**config.mk**
```make
export PLATFORM = sky130hd
export DESIGN_NAME = tilt_orientation_detector_unit
export DESIGN_NICKNAME = d
export VERILOG_FILES = /design/src/rtl/todu_pkg.sv /design/src/rtl/todu_axis_lane.sv /design/src/rtl/todu_merge.sv /design/src/rtl/tilt_orientation_detector_unit.sv
export SDC_FILE = /design/constraint.sdc
export NUM_CORES = 1
export LEC_CHECK = 0
export BUFFER_PORTS_ARGS = -buffer_cell sky130_fd_sc_hd__buf_2
export CAP_MARGIN = 20
export CELL_PAD_IN_SITES_DETAIL_PLACEMENT = 1
export CELL_PAD_IN_SITES_GLOBAL_PLACEMENT = 1
export CORE_MARGIN = 4
export CORE_UTILIZATION = 42
export DETAILED_ROUTE_END_ITERATION = 16
export PLACE_DENSITY_LB_ADDON = 0.1
export SETUP_SLACK_MARGIN = 0.4
export SLEW_MARGIN = 20
export SYNTH_ARGS = -nofsm -noshare
export SYNTH_HDL_FRONTEND = slang
export SYNTH_SLANG_ARGS = --single-unit
```
**constraint.sdc**
```tcl
create_clock -name clk -period 7.95 [get_ports clk]
set_clock_uncertainty 0.15 [all_clocks]
set_input_delay 0.3975 -clock clk [delete_from_list [all_inputs] [get_ports clk]]
set_output_delay 0.3975 -clock clk [all_outputs]
set_load 0.005 [all_outputs]
```
**src/rtl/todu_pkg.sv**
```systemverilog
package todu_pkg;

  // one sample every 2^SAMPLE_EVERY_LOG2 ticks (0..8)
  localparam int SAMPLE_EVERY_LOG2 = 2;
  localparam int PHASE_W = (SAMPLE_EVERY_LOG2 == 0) ? 1 : SAMPLE_EVERY_LOG2;
  localparam logic [PHASE_W-1:0] PHASE_MASK = PHASE_W'((1 << SAMPLE_EVERY_LOG2) - 1);

  localparam int AXIS_W = 16;
  localparam int CFG_IDX_W = 2;
  localparam int CFG_DATA_W = 16;

  // register reset values, Q15
  localparam logic [15:0] CHANGE_LIMIT_RST = 16'd3277;  // 0.1
  localparam logic [15:0] FLAT_LIMIT_RST   = 16'd29491; // 0.9
  localparam logic [15:0] DEAD_BAND_RST    = 16'd3277;  // 0.1

  typedef enum logic [CFG_IDX_W-1:0] {
    REG_WIDE_SCREEN  = 2'd0,
    REG_CHANGE_LIMIT = 2'd1,
    REG_FLAT_LIMIT   = 2'd2,
    REG_DEAD_BAND    = 2'd3
  } cfg_reg_t;

  typedef enum logic [1:0] {
    ORIENT_X_POS = 2'd0,
    ORIENT_Y_NEG = 2'd1,
    ORIENT_X_NEG = 2'd2,
    ORIENT_Y_POS = 2'd3
  } orient_t;

  typedef struct packed {
    logic signed [AXIS_W-1:0] value;   // stored sample
    logic [AXIS_W-1:0]        mag;     // |value|, 0..32768
    logic                     too_far; // change beyond limit
  } lane_res_t;

  typedef struct packed {
    orient_t    orientation;
    logic       request;
    logic [1:0] code;
  } decision_t;

  typedef struct packed {
    orient_t    orientation;
    logic       sampled;
    logic       request;
    logic [1:0] code;
  } out_item_t;

  function automatic logic [AXIS_W-1:0] abs16(input logic signed [AXIS_W-1:0] v);
    logic [AXIS_W-1:0] u;
    u = v;
    return v[AXIS_W-1] ? (~u + 16'd1) : u;
  endfunction

  // tall display: quarter turns per orientation
  function automatic logic [1:0] tall_map(input orient_t o);
    logic [1:0] c;
    case (o)
      ORIENT_X_POS: c = 2'd1;
      ORIENT_Y_NEG: c = 2'd2;
      ORIENT_X_NEG: c = 2'd3;
      ORIENT_Y_POS: c = 2'd0;
      default:      c = 2'd0;
    endcase
    return c;
  endfunction

endpackage

```
**src/rtl/todu_axis_lane.sv**
```systemverilog
module todu_axis_lane (
  input  logic signed [15:0] axis,
  input  logic               negate,
  input  logic signed [15:0] last,
  input  logic [15:0]        change_limit,
  output todu_pkg::lane_res_t res
);

  logic signed [15:0] neg_sat;
  logic signed [15:0] value;
  logic [15:0]        mag_now;
  logic [15:0]        mag_last;
  logic [16:0]        diff;
  logic [16:0]        diff_abs;

  // -(-32768) clips to 32767
  assign neg_sat  = (axis == 16'sh8000) ? 16'sh7fff : -axis;
  assign value    = negate ? neg_sat : axis;
  assign mag_now  = todu_pkg::abs16(value);
  assign mag_last = todu_pkg::abs16(last);
  assign diff     = {1'b0, mag_last} - {1'b0, mag_now};
  assign diff_abs = diff[16] ? (~diff + 17'd1) : diff;

  assign res.value   = value;
  assign res.mag     = mag_now;
  assign res.too_far = diff_abs > {1'b0, change_limit};

endmodule

```
**src/rtl/todu_merge.sv**
```systemverilog
module todu_merge (
  input  logic                sample,
  input  logic                wide_screen,
  input  logic [15:0]         flat_limit,
  input  logic [15:0]         dead_band,
  input  todu_pkg::orient_t   held,
  input  todu_pkg::lane_res_t lane_x,
  input  todu_pkg::lane_res_t lane_y,
  input  todu_pkg::lane_res_t lane_z,
  output todu_pkg::decision_t dec
);

  logic              stable;
  logic              x_gt;
  logic [15:0]       dxy;
  logic              decide;
  todu_pkg::orient_t cand;
  todu_pkg::orient_t orient;

  assign stable = sample & ~lane_x.too_far & ~lane_y.too_far & ~lane_z.too_far;
  assign x_gt   = lane_x.mag > lane_y.mag;
  assign dxy    = x_gt ? (lane_x.mag - lane_y.mag) : (lane_y.mag - lane_x.mag);
  // equal magnitudes fall to the y case
  assign cand   = x_gt ?
                  (lane_x.value[15] ? todu_pkg::ORIENT_X_NEG : todu_pkg::ORIENT_X_POS) :
                  (lane_y.value[15] ? todu_pkg::ORIENT_Y_NEG : todu_pkg::ORIENT_Y_POS);
  assign decide = stable && (lane_z.mag <= flat_limit) && (dxy >= dead_band);
  assign orient = decide ? cand : held;

  assign dec.orientation = orient;
  assign dec.request     = stable & ~wide_screen;
  assign dec.code        = (stable & ~wide_screen) ? todu_pkg::tall_map(orient) : 2'd0;

endmodule

```
**src/rtl/tilt_orientation_detector_unit.sv**
```systemverilog
// Channel   Dir  Handshake            Payload
// in_       in   in_valid/in_stall    in_axis_x, in_axis_y, in_axis_z (s16 Q15)
// out_      out  out_valid/out_stall  out_orientation, out_sampled,
//                                     out_rotation_request, out_rotation_code
// cfg_      in   cfg_valid/cfg_ready  cfg_index (2b), cfg_data (16b)
//
// One request per cycle sustained while in_stall is low; each accepted result
// is registered into the output register, or the skid if output is stalled.
// Three axis lanes plus merge are combinational; a two-entry output (register
// + skid) takes one more request under output stall; in_stall rises only then.
// rst_n is synchronous, active low; thresholds return to their defaults.
// cfg_ready is always high; writes are expected while the block is idle.
module tilt_orientation_detector_unit (
  input  logic        clk,
  input  logic        rst_n,
  input  logic        in_valid,
  output logic        in_stall,
  input  logic [15:0] in_axis_x,
  input  logic [15:0] in_axis_y,
  input  logic [15:0] in_axis_z,
  output logic        out_valid,
  input  logic        out_stall,
  output logic [1:0]  out_orientation,
  output logic        out_sampled,
  output logic        out_rotation_request,
  output logic [1:0]  out_rotation_code,
  input  logic        cfg_valid,
  output logic        cfg_ready,
  input  logic [1:0]  cfg_index,
  input  logic [15:0] cfg_data
);

  // configuration
  logic        wide_r;
  logic [15:0] change_limit_r;
  logic [15:0] flat_limit_r;
  logic [15:0] dead_band_r;

  // detector state
  logic [todu_pkg::PHASE_W-1:0] phase_r, phase_nxt;
  logic signed [15:0]           last_x_r, last_y_r, last_z_r;
  todu_pkg::orient_t            held_r;

  // output register and skid
  logic                 out_valid_r, skid_valid_r;
  todu_pkg::out_item_t  out_r, skid_r, item;

  logic                 in_acc, out_take, sample;
  todu_pkg::lane_res_t  lane_x, lane_y, lane_z;
  todu_pkg::decision_t  dec;

  assign cfg_ready = 1'b1;
  assign in_stall  = skid_valid_r;
  assign in_acc    = in_valid & ~skid_valid_r;
  assign out_take  = out_valid_r & ~out_stall;

  // tick counter; sample when it wraps to zero
  assign phase_nxt = (phase_r + todu_pkg::PHASE_W'(1)) & todu_pkg::PHASE_MASK;
  assign sample    = (phase_nxt == '0);

  // lanes: x and y negated in wide mode, z never
  todu_axis_lane u_lane_x (
    .axis(in_axis_x), .negate(wide_r), .last(last_x_r),
    .change_limit(change_limit_r), .res(lane_x)
  );
  todu_axis_lane u_lane_y (
    .axis(in_axis_y), .negate(wide_r), .last(last_y_r),
    .change_limit(change_limit_r), .res(lane_y)
  );
  todu_axis_lane u_lane_z (
    .axis(in_axis_z), .negate(1'b0), .last(last_z_r),
    .change_limit(change_limit_r), .res(lane_z)
  );

  todu_merge u_merge (
    .sample(sample), .wide_screen(wide_r), .flat_limit(flat_limit_r),
    .dead_band(dead_band_r), .held(held_r),
    .lane_x(lane_x), .lane_y(lane_y), .lane_z(lane_z), .dec(dec)
  );

  assign item.orientation = dec.orientation;
  assign item.sampled     = sample;
  assign item.request     = dec.request;
  assign item.code        = dec.code;

  always_ff @(posedge clk) begin
    if (!rst_n) begin
      wide_r         <= 1'b0;
      change_limit_r <= todu_pkg::CHANGE_LIMIT_RST;
      flat_limit_r   <= todu_pkg::FLAT_LIMIT_RST;
      dead_band_r    <= todu_pkg::DEAD_BAND_RST;
    end else if (cfg_valid && cfg_ready) begin
      case (todu_pkg::cfg_reg_t'(cfg_index))
        todu_pkg::REG_WIDE_SCREEN:  wide_r         <= cfg_data[0];
        todu_pkg::REG_CHANGE_LIMIT: change_limit_r <= cfg_data;
        todu_pkg::REG_FLAT_LIMIT:   flat_limit_r   <= cfg_data;
        todu_pkg::REG_DEAD_BAND:    dead_band_r    <= cfg_data;
        default: ;
      endcase
    end
  end

  // state moves on every accepted tick; stored sample only on sample ticks
  always_ff @(posedge clk) begin
    if (!rst_n) begin
      phase_r  <= '0;
      last_x_r <= '0;
      last_y_r <= '0;
      last_z_r <= '0;
      held_r   <= todu_pkg::ORIENT_X_POS;
    end else if (in_acc) begin
      phase_r <= phase_nxt;
      held_r  <= dec.orientation;
      if (sample) begin
        last_x_r <= lane_x.value;
        last_y_r <= lane_y.value;
        last_z_r <= lane_z.value;
      end
    end
  end

  // output register with one-entry skid
  always_ff @(posedge clk) begin
    if (!rst_n) begin
      out_valid_r  <= 1'b0;
      skid_valid_r <= 1'b0;
    end else if (skid_valid_r) begin
      if (out_take) begin
        out_r        <= skid_r;
        skid_valid_r <= 1'b0;
      end
    end else if (in_acc) begin
      if (!out_valid_r || out_take) begin
        out_r       <= item;
        out_valid_r <= 1'b1;
      end else begin
        skid_r       <= item;
        skid_valid_r <= 1'b1;
      end
    end else if (out_take) begin
      out_valid_r <= 1'b0;
    end
  end

  assign out_valid            = out_valid_r;
  assign out_orientation      = out_r.orientation;
  assign out_sampled          = out_r.sampled;
  assign out_rotation_request = out_r.request;
  assign out_rotation_code    = out_r.code;

  // skid holds data only behind a full output register
  a_skid_behind_out: assert property (@(posedge clk) disable iff (!rst_n)
    skid_valid_r |-> out_valid_r)
    else $error("skid full while output register empty");

  // a request comes only from a sample tick and follows the tall table
  a_req_sampled: assert property (@(posedge clk) disable iff (!rst_n)
    (out_valid && out_rotation_request) |->
      (out_sampled && out_rotation_code ==
       todu_pkg::tall_map(todu_pkg::orient_t'(out_orientation))))
    else $error("rotation request inconsistent with result");

  // stalled output must not be overwritten
  a_out_hold: assert property (@(posedge clk) disable iff (!rst_n)
    (out_valid && out_stall) |=> (out_valid && $stable(out_r)))
    else $error("stalled result changed");

  // no request while wide mode is set
  a_wide_no_req: assert property (@(posedge clk) disable iff (!rst_n)
    (in_acc && wide_r) |-> !dec.request)
    else $error("rotation request in wide mode");

endmodule

```
* Yosys cells after proc, flatten, opt, wreduce, memory -nomap -nowiden
Cells that the tools add are included.
Word-level totals: memory bits (read-only) 0, memories 0, bits in latches 0, logic and storage cells 123, input bits 71, flip-flop bits (word level) 115, bits in writable memories 0
Operators by class: $add $sub $neg 17, magnitude comparators 6, divide/modulo/power cells 0, shift-type cells 0, $mul 0, reduce and logical (&&, ||, !) cells 18, eq/ne operators 10, bitwise operators 22, multiplexer cells 31
Operator list (number):
- 16-bit two-way mux | 11
- 16-bit by 1-bit adder with 16-bit output (second input constant) | 6
- 16-bit inverter | 6
- 17-bit by 1-bit adder with 17-bit output (second input constant) | 3
- 17-bit by 16-bit > comparator with 1-bit output | 3
- 17-bit two-way mux | 3
- 17-bit inverter | 3
- 16-bit by 16-bit subtractor with 17-bit output | 3
- 16-bit == test (second input constant) | 2
- 16-bit negation | 2
- 16-bit subtractor | 2
- 6-bit two-way mux | 4
- 16-bit >= comparator | 1
- 16-bit > comparator | 1
- 16-bit less-or-equal comparator | 1
- 2-bit two-way mux | 5
- 2-bit AND reduction | 5
- 2-bit == test (second input constant) | 4
- 2-bit case mux with 4 select lines | 1
- 4-bit AND reduction | 2
- 1-bit two-way mux | 7
- 1-bit inverter | 7
- 1-bit bitwise AND | 6
- 2-bit logical NOT | 3
- 8 further kinds | 13

* Logic depth before layout (Yosys ltp)
word-level depth 24, mapped depth 40, mapped depth without buffers 38

* By module
A second synthesis with hierarchy kept.
Unflattened totals: cells, all modules 2009, area total of the unflattened synthesis 15020.7 um^2
Modules (own cells, without submodules):
- todu_axis_lane (u_lane_x ...) | times used 2, cells each 387, area an instance 2782.7 um^2
- tilt_orientation_detector_unit | times used 1, cells each 477, area an instance 4204.0 um^2
- todu_axis_lane (u_lane_y) | times used 1, cells each 406, area an instance 2740.1 um^2
- todu_merge | times used 1, cells each 352, area an instance 2511.2 um^2

* Worst setup path before layout
No wires, ideal clock.
path kind input -> register, start point input port in_axis_y[0], end point register out_r, in the netlist out_orientation[0], data pin, library setup time 0.260 ns, arrival 8.098 ns, path slack -0.558 ns, stages on the path 37, path through clkbuf_1 inv_1 ha_1 or4b_1 nor4_1 and2_1 nor2_1 ha_1 nand2_1 o21ai_0 inv_1 fa_1 a21o_1 a21oi_1 o21ai_0 a2111oi_0 o31ai_1 nor2_1 o21ai_0 a21oi_1 o21bai_1 a21o_1 mux2_2 ha_1 nor2b_1 o21a_1 o21a_1 o21ai_0 nand2b_1 a21oi_1 o21ai_0 a221oi_1 o211ai_1 a311o_1 nor3_2 mux2_2 mux2_2
RTL lines:
- from (decl) | RTL line tilt_orientation_detector_unit.sv:19 | input logic [15:0] in_axis_y,
- to (signal assigned) | RTL line tilt_orientation_detector_unit.sv:129 | out_r <= skid_r;
- to (signal assigned) | RTL line tilt_orientation_detector_unit.sv:134 | out_r <= item;
- to (decl) | RTL line tilt_orientation_detector_unit.sv:46 | todu_pkg::out_item_t out_r, skid_r, item;

* Final worst setup path
start point input port in_axis_x[0], end point register held_r[1]
Between the ends: longest elaborated chain between the ends 18, elaborated cells on any way between the ends 26, classes of those cells 6 x add/sub; 3 x order compare; 1 x eq/ne; 8 x mux; 6 x bitwise; 2 x reduce/logical
Ends and longest elaborated chain:
- from (decl) | RTL line tilt_orientation_detector_unit.sv:18 | input logic [15:0] in_axis_x,
- 16-bit negation / 16-bit == test (equally long branches) | RTL line todu_axis_lane.sv:17 | assign neg_sat = (axis == 16'sh8000) ? 16'sh7fff : -axis;
- 16-bit two-way mux | RTL line todu_axis_lane.sv:17
- 16-bit two-way mux * | RTL line todu_axis_lane.sv:18 | assign value = negate ? neg_sat : axis;
- 16-bit inverter | RTL line todu_pkg.sv:53 | return v[AXIS_W-1] ? (~u + 16'd1) : u;
- 16-bit by 1-bit adder with 16-bit output | RTL line todu_pkg.sv:53
- 16-bit two-way mux | RTL line todu_pkg.sv:53
- 16-bit by 16-bit subtractor with 17-bit output | RTL line todu_axis_lane.sv:21 | assign diff = {1'b0, mag_last} - {1'b0, mag_now};
- 17-bit inverter | RTL line todu_axis_lane.sv:22 | assign diff_abs = diff[16] ? (~diff + 17'd1) : diff;
- 17-bit by 1-bit adder with 17-bit output | RTL line todu_axis_lane.sv:22
- 17-bit two-way mux | RTL line todu_axis_lane.sv:22
- 17-bit by 16-bit > comparator with 1-bit output | RTL line todu_axis_lane.sv:26 | assign res.too_far = diff_abs > {1'b0, change_limit};
- 1-bit inverter | RTL line todu_merge.sv:20 | assign stable = sample & ~lane_x.too_far & ~lane_y.too_far & ~lane_z.too_far;
- 1-bit bitwise AND (3 in a row) | RTL line todu_merge.sv:20
- 1-bit logical AND (2 in a row) | RTL line todu_merge.sv:27 | assign decide = stable && (lane_z.mag <= flat_limit) && (dxy >= dead_band);
- 2-bit two-way mux * | RTL line todu_merge.sv:28 | assign orient = decide ? cand : held;
- to (signal assigned) | RTL line tilt_orientation_detector_unit.sv:110 | held_r <= todu_pkg::ORIENT_X_POS;
- to (signal assigned) | RTL line tilt_orientation_detector_unit.sv:113 | held_r <= dec.orientation;
- to (decl) | RTL line tilt_orientation_detector_unit.sv:42 | todu_pkg::orient_t held_r;
Mark *: on every way between the ends. The rest lies on a longest branch, timed or not. A chain may end at the register's enable or synchronous reset.

==> impl_metrics.tcl <==
set metrics [dict create \
    antenna_left 0 \
    syn_inst 1912 \
    timing.slew.headroom_pct 40.7 \
    ir_worst_vdd_uv 171 \
    synthesis.area_sq_um 14000 \
    synth_top_family_by_area "simple AND/OR/NAND/NOR gates" \
    cpPeakStageDelay_ps 530 \
    grt_pass1_vias 15100 \
    synthAdderAreaFrac_pct 15.8 \
    multi_input_area_sq_um 11500 \
    synthSimpleGateAreaFrac_pct 23.9 \
    placed_cells 2478 \
    coreArea_sq_um 32800 \
    p_per_area_nw_per_um2 173 \
    grt_use_total_pct 28.0 \
    dieArea_sq_um 36400 \
    synth_mux_area_share_pct 1.67 \
    via_per_inst 5.80 \
    synth_nets 2154 \
    synth-seq-cells 115 \
    ff_latch_area_sq_um 2430 \
    vias 14800 \
    synth_cell_types 95 \
    critPathBufInv 4 \
    holdWs_ps 92.3 \
    hold_viol_final 0 \
    die_y_microns 191 \
    grt_pass1_wl_mm 81.4 \
    dp_slack_ps -404 \
    h-tree-depth 4 \
    io_buffers 78 \
    antenna_found_initial 0 \
    drc 0 \
    std_cell_rows 66 \
    cap_viol_max_count 0 \
    synth-edff-count 12 \
    power.total_uw 2970 \
    die_w_microns 191 \
    routedWlPerCell_microns 20.7 \
    synth_ff_type "dfxtp_1" \
    p_leak_uw 0.00762 \
    required_ps 8080 \
    synth-xor-area-share_pct 11.9 \
    rsz0062_at_grt "yes" \
    final_cells 2554 \
    routed_wl_mm 52.9 \
    gp_congestion 0.915 \
    yosysWarnings 0 \
    critPathKind "primary input to register" \
    drt_iter0_drc 578 \
    clockBufferDepth 2 \
    cts_buffers 17 \
    holdBufCountCts 0 \
    run_status "complete, no violations" \
    slew_viol_final 0 \
    setup_viol 0 \
    netlist.area_leader.share_pct 14.8 \
    synth_compound_area_share_pct 23.8 \
    start_kind "primary input" \
    fin_crit_ps 7560 \
    fillers 4126 \
    numClockSinks 115 \
    async_flop_share_pct 0 \
    crit_arrival_ps 7680 \
    drive_gt1_share_pct 19.6 \
    fmax_ghz 0.132 \
    endpoint_kind "register" \
    antenna_cells 0 \
    hold_class "primary input to register" \
    period_share_pct 95.1 \
    synth_top_cell_by_area "ha_1" \
    syn2layout_area_growth_pct 22.5 \
    syn_avg_cell_area_sq_um 7.35 \
    fin_util_pct 52.5 \
    cp_top_family "simple AND/OR/NAND/NOR gates" \
    worst_slack_ps 392 \
    nNetsFinal 2341 \
    netlist_top_cells_area "ha_1 15%, dfxtp_1 15%, xnor2_1 7.0%, nand2_1 6.8%, a21oi_1 5.6%" \
    tritoncts "done" \
    grt_max_degree 74 \
    cts.clk_slew.worst_paths_ps 70 \
    cts_root_buffer "clkbuf_16" \
    crit_fanout 5 \
    worst_slew_pin_slew_ps 890 \
    io_pins 80 \
    insertion_delay_ps 430 \
    dp_hpwl_mm 41.9 \
    grt_overflow 0 \
    initial_utilization_pct 42.9 \
    first_pass_iters 5 \
    cp_slowest_cell "or4_4" \
    yosysSeqAreaShare_pct 17.2 \
]
==> registers in the layout, summed over array words and instances, names as in the netlist, 6 cells and up <==
name,flops
skid_r,6
dead_band_r,16
last_y_r,16
change_limit_r,16
last_x_r,16
flat_limit_r,16
last_z_r,16
==> worst paths after layout <==
kind / to / slack (ps) / cells after the start / from
setup / recovery: held_r[1] / 390 / 34 / in_axis_x[0]
hold reg to reg: flat_limit_r[2] / 310 / 2 / flat_limit_r[2]
setup reg to reg: out_orientation[1] / 520 / 30 / wide_r
hold / removal: flat_limit_r[2] / 90 / 3 / cfg_data[2]
==> through the flow <==
| step | area (sq um) | TNS (ps) |
|---|---|---|
| finish | 17200 | 0 |
| global route | 17200 | 0 |
| CTS | 16600 | 0 |
| detailed placement | 15700 | -1590 |
| global placement | 15700 | -669 |
| floorplan | 14200 | 0 |
==> where the power goes <==
| part | internal [uW] | switching [uW] |
|---|---|---|
| sequential | 602 | 13.8 |
| combinational | 645 | 878 |
| clock | 478 | 353 |
| total | 1730 | 1250 |
==> layout make-up <==
type | count | share of cell area, %
multi-input combinational | 1590 | 66.6
sequential | 115 | 14.1
timing repair buffer | 237 | 9.53
clock inverter | 15 | 1.06
tap | 442 | 3.21
inverter | 138 | 3.06
clock buffer | 17 | 2.47
==> cells in the mapped netlist, types with 27 or more instances <==
master,number
a21o_1,46
a21oi_1,157
clkbuf_1,60
dfxtp_1,103
ha_1,166
inv_1,138
nand2_1,253
nand2b_1,29
nand3_1,36
nor2_1,148
nor2b_1,27
nor3_1,46
o211ai_1,29
o21ai_0,106
o31ai_1,29
xnor2_1,113
xor2_1,65
==> kinds of logic after synthesis <==
family          count (synthesis)
mux                            22
buf+inv                       207
compound gates                515
flops                         115
other cells                     1
fa+ha+maj                     175
simple gates                  693
xor+xnor                      184
==> routing by layer <==
| layer | vias up | GRT usage, % | part of all wire (%) |
|---|---|---|---|
| li1 | 7177 | - | - |
| met1 | 7255 | 33.0 | 42 |
| met2 | 280 | 52.3 | 51 |
| met3 | 108 | 2.48 | 2.4 |
| met4 | 0 | 11.2 | 4.2 |
| met5 | - | 0 | 0 |
==> tightest hold or removal path, stage by stage <==
cell     delay [ps]
buf_2           120
nand2_1          50
a21oi_1          50
==> timing repair <==
action,CTS,global route
endpoints found under the setup margin,9,12
resized for setup,25,88
buffers inserted,13,31
pin swaps,24,62
endpoints found under the hold margin,0,0
==> placed cells by master (no fill, tap or decap), types with 16 or more instances in the layout <==
cell       synthesis  layout
o21a_1            25      25
xor2_1            65      60
nor2_1           148     139
o211ai_1          29      29
nor3_1            46      42
a21o_1            46      46
buf_2              5      74
ha_1             166     157
nand2b_1          29      29
clkbuf_16          0      17
nand3_1           36      32
o21ai_0          106      94
inv_1            138     131
xnor2_1          113     110
nand4_1           16      16
nand2_1          253     250
buf_4              1     153
dfxtp_1          103     102
or3_1             24      18
nor2b_1           27      27
a21oi_1          157     152
o31ai_1           29      26
(Power assumes the default switching activity.)
